File: src/rtl/mvma_pkg.sv
package mvma_pkg;

   localparam int DATA_W       = 32;
   localparam int ACC_W        = 64;
   localparam int IDX_W        = 6;
   localparam int CNT_W        = 7;
   localparam int OP_W         = 2;
   localparam int CSR_ADDR_W   = 5;
   localparam int DEF_MAX_ROWS = 64;
   localparam int DEF_MAX_COLS = 64;
   localparam int RESULT_LIMIT = 64;

   typedef enum logic [OP_W-1:0] {
      OP_LOAD_MATRIX = 2'd0,
      OP_LOAD_VECTOR = 2'd1,
      OP_LOAD_PRIOR  = 2'd2,
      OP_COMPUTE     = 2'd3
   } op_type;

   localparam logic [2:0] REG_ALPHA     = 3'd0;
   localparam logic [2:0] REG_BETA      = 3'd1;
   localparam logic [2:0] REG_NUM_ROWS  = 3'd2;
   localparam logic [2:0] REG_NUM_COLS  = 3'd3;
   localparam logic [2:0] REG_TRANSPOSE = 3'd4;

   localparam logic signed [DATA_W-1:0] ALPHA_RESET = 32'sd65536;
   localparam logic signed [ACC_W-1:0]  ROUND_HALF  = 64'sd32768;

   typedef struct packed {
      logic signed [DATA_W-1:0] alpha;
      logic signed [DATA_W-1:0] beta;
   } scale_cfg_type;

   // saturating signed 64-bit add
   function automatic logic signed [ACC_W-1:0] sat_add64(input logic signed [ACC_W-1:0] a,
                                                        input logic signed [ACC_W-1:0] b);
      logic signed [ACC_W:0] s;
      s = {a[ACC_W-1], a} + {b[ACC_W-1], b};
      if (s[ACC_W] != s[ACC_W-1]) begin
         sat_add64 = s[ACC_W] ? {1'b1, {(ACC_W-1){1'b0}}} : {1'b0, {(ACC_W-1){1'b1}}};
      end else begin
         sat_add64 = s[ACC_W-1:0];
      end
   endfunction

   // q32.32 to q16.16, round half up, saturate
   function automatic logic signed [DATA_W-1:0] round_q16(input logic signed [ACC_W-1:0] x);
      logic signed [ACC_W-1:0] y;
      y = sat_add64(x, ROUND_HALF);
      if ((&y[63:47]) || !(|y[63:47])) begin
         round_q16 = y[47:16];
      end else begin
         round_q16 = y[63] ? {1'b1, 31'b0} : {1'b0, {31{1'b1}}};
      end
   endfunction

endpackage

File: src/rtl/mvma_mac.sv
module mvma_mac import mvma_pkg::*; (
   input  logic                     clock,
   input  logic                     reset,
   input  logic                     issue,
   input  logic                     clear,
   input  logic signed [DATA_W-1:0] a_data,
   input  logic signed [DATA_W-1:0] b_data,
   output logic                     busy,
   output logic signed [ACC_W-1:0]  dot
);

   logic                    data_valid_ff;
   logic                    prod_valid_ff;
   logic signed [ACC_W-1:0] prod_ff;
   logic signed [ACC_W-1:0] dot_ff;
   logic signed [ACC_W-1:0] dot_in;

   // memory data arrives in the cycle after the read is issued
   always_ff @(posedge clock) begin
      if (reset) begin
         data_valid_ff <= 1'b0;
         prod_valid_ff <= 1'b0;
      end else begin
         data_valid_ff <= issue;
         prod_valid_ff <= data_valid_ff;
      end
   end

   always_ff @(posedge clock) begin
      if (data_valid_ff) begin
         prod_ff <= a_data * b_data;
      end
   end

   always_comb begin
      dot_in = dot_ff;
      if (clear) begin
         dot_in = '0;
      end else if (prod_valid_ff) begin
         dot_in = sat_add64(dot_ff, prod_ff);
      end
   end

   always_ff @(posedge clock) begin
      if (reset) begin
         dot_ff <= '0;
      end else begin
         dot_ff <= dot_in;
      end
   end

   assign busy = data_valid_ff | prod_valid_ff;
   assign dot  = dot_ff;

endmodule

File: config.mk
export PLATFORM = sky130hd
export DESIGN_NAME = mvma_mac
export DESIGN_NICKNAME = d
export VERILOG_FILES = /design/src/rtl/mvma_pkg.sv /design/src/rtl/mvma_mac.sv
export SDC_FILE = /design/constraint.sdc
export NUM_CORES = 2
export LEC_CHECK = 0
export BUFFER_PORTS_ARGS = -buffer_cell sky130_fd_sc_hd__buf_4
export CORE_MARGIN = 4
export CORE_UTILIZATION = 55
export DETAILED_ROUTE_END_ITERATION = 12
export PLACE_DENSITY = 0.81
export SYNTH_ARGS = -nofsm -noshare
export SYNTH_HDL_FRONTEND = slang
export SYNTH_SLANG_ARGS = --single-unit
File: constraint.sdc
create_clock -name clock -period 9 [get_ports clock]
set_input_delay 0.45 -clock clock [delete_from_list [all_inputs] [get_ports clock]]
set_output_delay 0.45 -clock clock [all_outputs]
set_load 0.01 [all_outputs]
# Word-level counts from Yosys, hierarchy flattened
# Index checks and enable logic that the tools add are counted.
dict set report totals {
  elab_cells 11
  register_bits 130
  in_bits 68
  out_inout_bits 65
}
dict set report classes {
  n_reduce_logical 1
  mux 2
  eq_ne 1
  addsub 1
  bitwise_logic 1
  mul 1
}
# op count
set ops {}
lappend ops {{2-to-1 mux 64 bit} 2}
lappend ops {{adder 64 x 64 -> 65 bit} 1}
lappend ops {{multiplier 32 x 32 -> 64 bit} 1}
lappend ops {{OR reduction 2 bit} 1}
lappend ops {{inequality test 1 bit} 1}
lappend ops {{OR 1 bit} 1}

# Logic depth before layout (Yosys ltp)
dict set report depth {
  depth_word 3
  mapped_depth 32
  mapped_depth_nobuf 30
}

# Least setup slack after synthesis
# Ideal clock, no wire load.
dict set report synth_path {
  path_type {in2reg}
  start {input port a_data[31]}
  end {register prod_ff[61] (data pin)}
  path_slack_ns 1.122
  required_time_ns 8.726
  n_path_buf 2
  setup_time_ns 0.274
  arrival_ns 7.604
  cell_stages 30
  cell_sequence {clkbuf_1 -> nand2_1 -> inv_1 -> fa_1 -> inv_1 -> fa_1 -> inv_1 -> fa_1 -> inv_1 -> fa_1 -> inv_1 -> fa_1 -> inv_1 -> fa_1 -> fa_1 -> fa_1 -> inv_1 -> ha_1 -> clkbuf_1 -> a21o_1 -> nand2_1 -> nand2_1 -> a21oi_1 -> or2_2 -> o311a_1 -> a311o_1 -> nor2_1 -> nor2_1 -> o41ai_1 -> xor2_1}
}
dict set report synth_between {
  elab_chain_len 1
}
# element line_no
set synth_rtl {}
lappend synth_rtl {{from (decl)} mvma_mac.sv:6} ;# input logic signed [DATA_W-1:0] a_data,
lappend synth_rtl {{multiplier 32 x 32 -> 64 bit} mvma_mac.sv:31} ;# prod_ff <= a_data * b_data;
lappend synth_rtl {{to (signal assigned)} mvma_mac.sv:31}
lappend synth_rtl {{to (decl)} mvma_mac.sv:14} ;# logic signed [ACC_W-1:0] prod_ff;
# No other way between the ends.
# A chain may end at the register's enable or synchronous reset.

# Worst setup path after layout
dict set report layout_path {
  start {input port b_data[5]}
  end {register prod_ff[61] (data pin)}
}
dict set report layout_between {
  elab_chain_len 1
}
# element line_no
set layout_rtl {}
lappend layout_rtl {{from (decl)} mvma_mac.sv:7} ;# input logic signed [DATA_W-1:0] b_data,
lappend layout_rtl {{multiplier 32 x 32 -> 64 bit} mvma_mac.sv:31}
# No other way between the ends.

==> results.cfg <==
[outcome]
status = complete, no violations

[grt]
grt_first_pass_wirelength_um = 183700
number_of_global_route_vias_before_repair = 35310
grt_use_total_pct = 26.99
grt_max_degree = 70
grt_overflow = 0
initial_antenna_violation_count = 3

[synthesis]
synthCells = 4782
synth_ff_type = dfxtp_1
postSynth.asyncResetShare_pct = 0
yosys_warnings = 0
postSynthNetCount = 6181
ys_ff_latch = 130
seq_area_frac_synth_pct = 7.351
yosys-top-cells-area = fa_1 (49%), inv_1 (8.9%), and2_1 (7.2%)
post_synth_instance_area_um2 = 44120
synth_area_leader = fa_1
syn_avg_cell_area_um2 = 9.226
synthDominantCellAreaShare_pct = 49.14
netlist-cell-type-count = 75
synth_enable_flop_cells = 64

[floorplanning]
fp.dieArea_um2 = 84810
die_h_um = 291.2
die_w_um = 291.2
core_um2 = 79260
fp-row-count = 103
boundaryPins = 133
start_util_pct = 55.67

[critical_path]
critPathTopFamily = adder cells
critical_path_peak_fanout = 32
timing.critical_path.slowest_stage_cell = fa_1
worstSetupPathType = in -> reg
critical_path.most_common_cell = fa_1
cp_data_arrival_time_ns = 8.51
critical_path.max_stage_delay_ns = 0.90
r2r_setup_slack_ns = 4.62
critical_path.endpoint_type = flop
cp_startpoint_kind = input pin
crit_buf_inv = 6
worst_ep_required_time_ns = 9.16
crit_path_cell_trace = buf_4 > nand2_1 > inv_1 > fa_1 > inv_1 > fa_1 > inv_1 > fa_1 > fa_1 > inv_1 > fa_1 > inv_1 > fa_1 > fa_1 > fa_1 > ha_1 > nand4_1 > nor3_1 > o211ai_1 > a311o_1 > nor2_1 > nor2_1 > o41ai_1 > xor2_1

[placed_design]
preCtsSetupSlack_ns = 0.2734
buffer_ports.inserted = 132
dp_hpwl_um = 90180
gp_congestion = 0.9434
place_inst = 5725

[clocking]
cts_buf_count = 17
worst_setup_hold_path_clk_slew_ns = 0.06
cts_setup_buffers = 0
clock_tree_from_tritoncts = built
cts.hold.buffers_added = 0
deepest_level_of_the_cts_h_tree = 4
clk-insertion-delay-late_ns = 0.43
ctsRootBufferMaster = clkbuf_16
cts-resized-gates = 0
cts_sinks = 130
clk_path_buf_depth = 2

[final_layout]
layout-area-overhead-vs-synth_pct = 4.776
multi_input_area_um2 = 36010
final_layout_size_suffix_gt1_share_pct = 4.334
sequential_cell_area_um2 = 3246
layout.nets = 6093
final_cell_count_without_fillers = 5759
number_of_fill_cells = 6663

[sta]
post-route-period-util_pct = 92.80
worst_slew_pin_slew_ns = 1.194
tns_ns = 0
postLayoutSetupSlackWorst_ns = 0.6484
fmax_mhz = 119.7
worst_slew_margin_relative_to_its_limit_pct = 20.42
finalHoldViolations = 0
post-route-min-period_ns = 8.352
setup_viol_count_final = 0
finalMaxSlewViolations = 0
grt_setup_unrepaired = false
worst_clock_skew_ns = 0.01630

[hold_path]
hold_class = in -> reg

[drt]
finalWirelength_um = 111700
drtAntennaViolNets = 0
dr.pass1.iters = 6
route.detailed.drc = 0
routed_wire_per_std_cell_um = 19.40
vias_per_cell = 5.615
drt_first_iter_violations = 1947
vias = 32340

[flow_run]
maxCapViolCount = 0
## area by class of cell
type | instances | area share (%)
antenna | 2 | 0.01083
clock inverter | 7 | 0.2219
clock buffer | 25 | 1.223
timing repair buffer | 142 | 2.306
inverter | 1044 | 8.477
multi-input combinational | 3359 | 77.90
sequential | 130 | 7.021
tap | 1050 | 2.842
## flip-flops by register name (all words and copies together), names as in the netlist
register,count
data_valid_ff,1
dot,64
prod_valid_ff,1
prod_ff,64
## cell usage after synthesis (27+ instances only)
master and instances:
a21o_1 59, a21oi_1 182, and2_1 507, clkbuf_1 234, dfxtp_1 66, edfxtp_1 64, fa_1 1083, ha_1 248
inv_1 1044, nand2_1 624, nand3_1 27, nand4_1 32, nor2_1 79, o21ai_0 136, xnor2_1 88, xor2_1 39
## cell usage in the layout (no fill, tap or decap), types with 59 or more instances in the layout
| cell type | Yosys | layout |
|---|---|---|
| a21oi_1 | 182 | 182 |
| and2_1 | 507 | 507 |
| fa_1 | 1083 | 1083 |
| edfxtp_1 | 64 | 64 |
| buf_4 | 2 | 142 |
| xnor2_1 | 88 | 88 |
| nor2_1 | 79 | 78 |
| inv_1 | 1044 | 1044 |
| nand2_1 | 624 | 624 |
| o21ai_0 | 136 | 136 |
| a21o_1 | 59 | 59 |
| ha_1 | 248 | 248 |
| dfxtp_1 | 66 | 64 |
## worst paths after layout
path	start	end	cells past startpoint
setup / recovery	b_data[5]	prod_ff[61]$_DFFE_PP_	24
hold / removal	clear	dot[63]$_SDFFE_PP0P_	2
setup reg to reg	prod_ff[0]$_DFFE_PP_	dot[54]$_SDFFE_PP0P_	15
hold reg to reg	dot[16]$_SDFFE_PP0P_	dot[16]$_SDFFE_PP0P_	2
## stage by stage
step	hold WS (ns)	util (%)	area [µm²]
final	0.2055	58.33	46230
after global routing	0.1952	58.33	46230
after CTS	0.1868	58.32	46220
after detailed placement	0.5509	57.48	45550
after global placement	0.5396	57.48	45550
after floorplan	0.5216	-	44120
## metal layers
metal / up-vias / GRT usage, % / part of all wire [%]
met1: 16460 / 32.43 / 35
met2: 1388 / 47.48 / 51
li1: 14100 / - / -
met4: 2 / 13.30 / 5.9
met3: 388 / 4.128 / 7.2
met5: - / 0 / 0.0081
## cell families after synthesis
group                      count (synthesis)  share of synthesized area, %
muxes                                      4                        0.1219
and+or+nand+nor                         1368                         15.35
buffers and inverters                   1293                         11.05
AOI/OAI and AO/OA                        526                         7.345
DFF                                      130                         7.351
xor gates and xnor gates                 128                         2.558
adders and majority gates               1333                         56.22
Power is left out: the tool's default activity adds up to more than one toggle a clock period on the data nets, which glitch-free logic cannot reach.
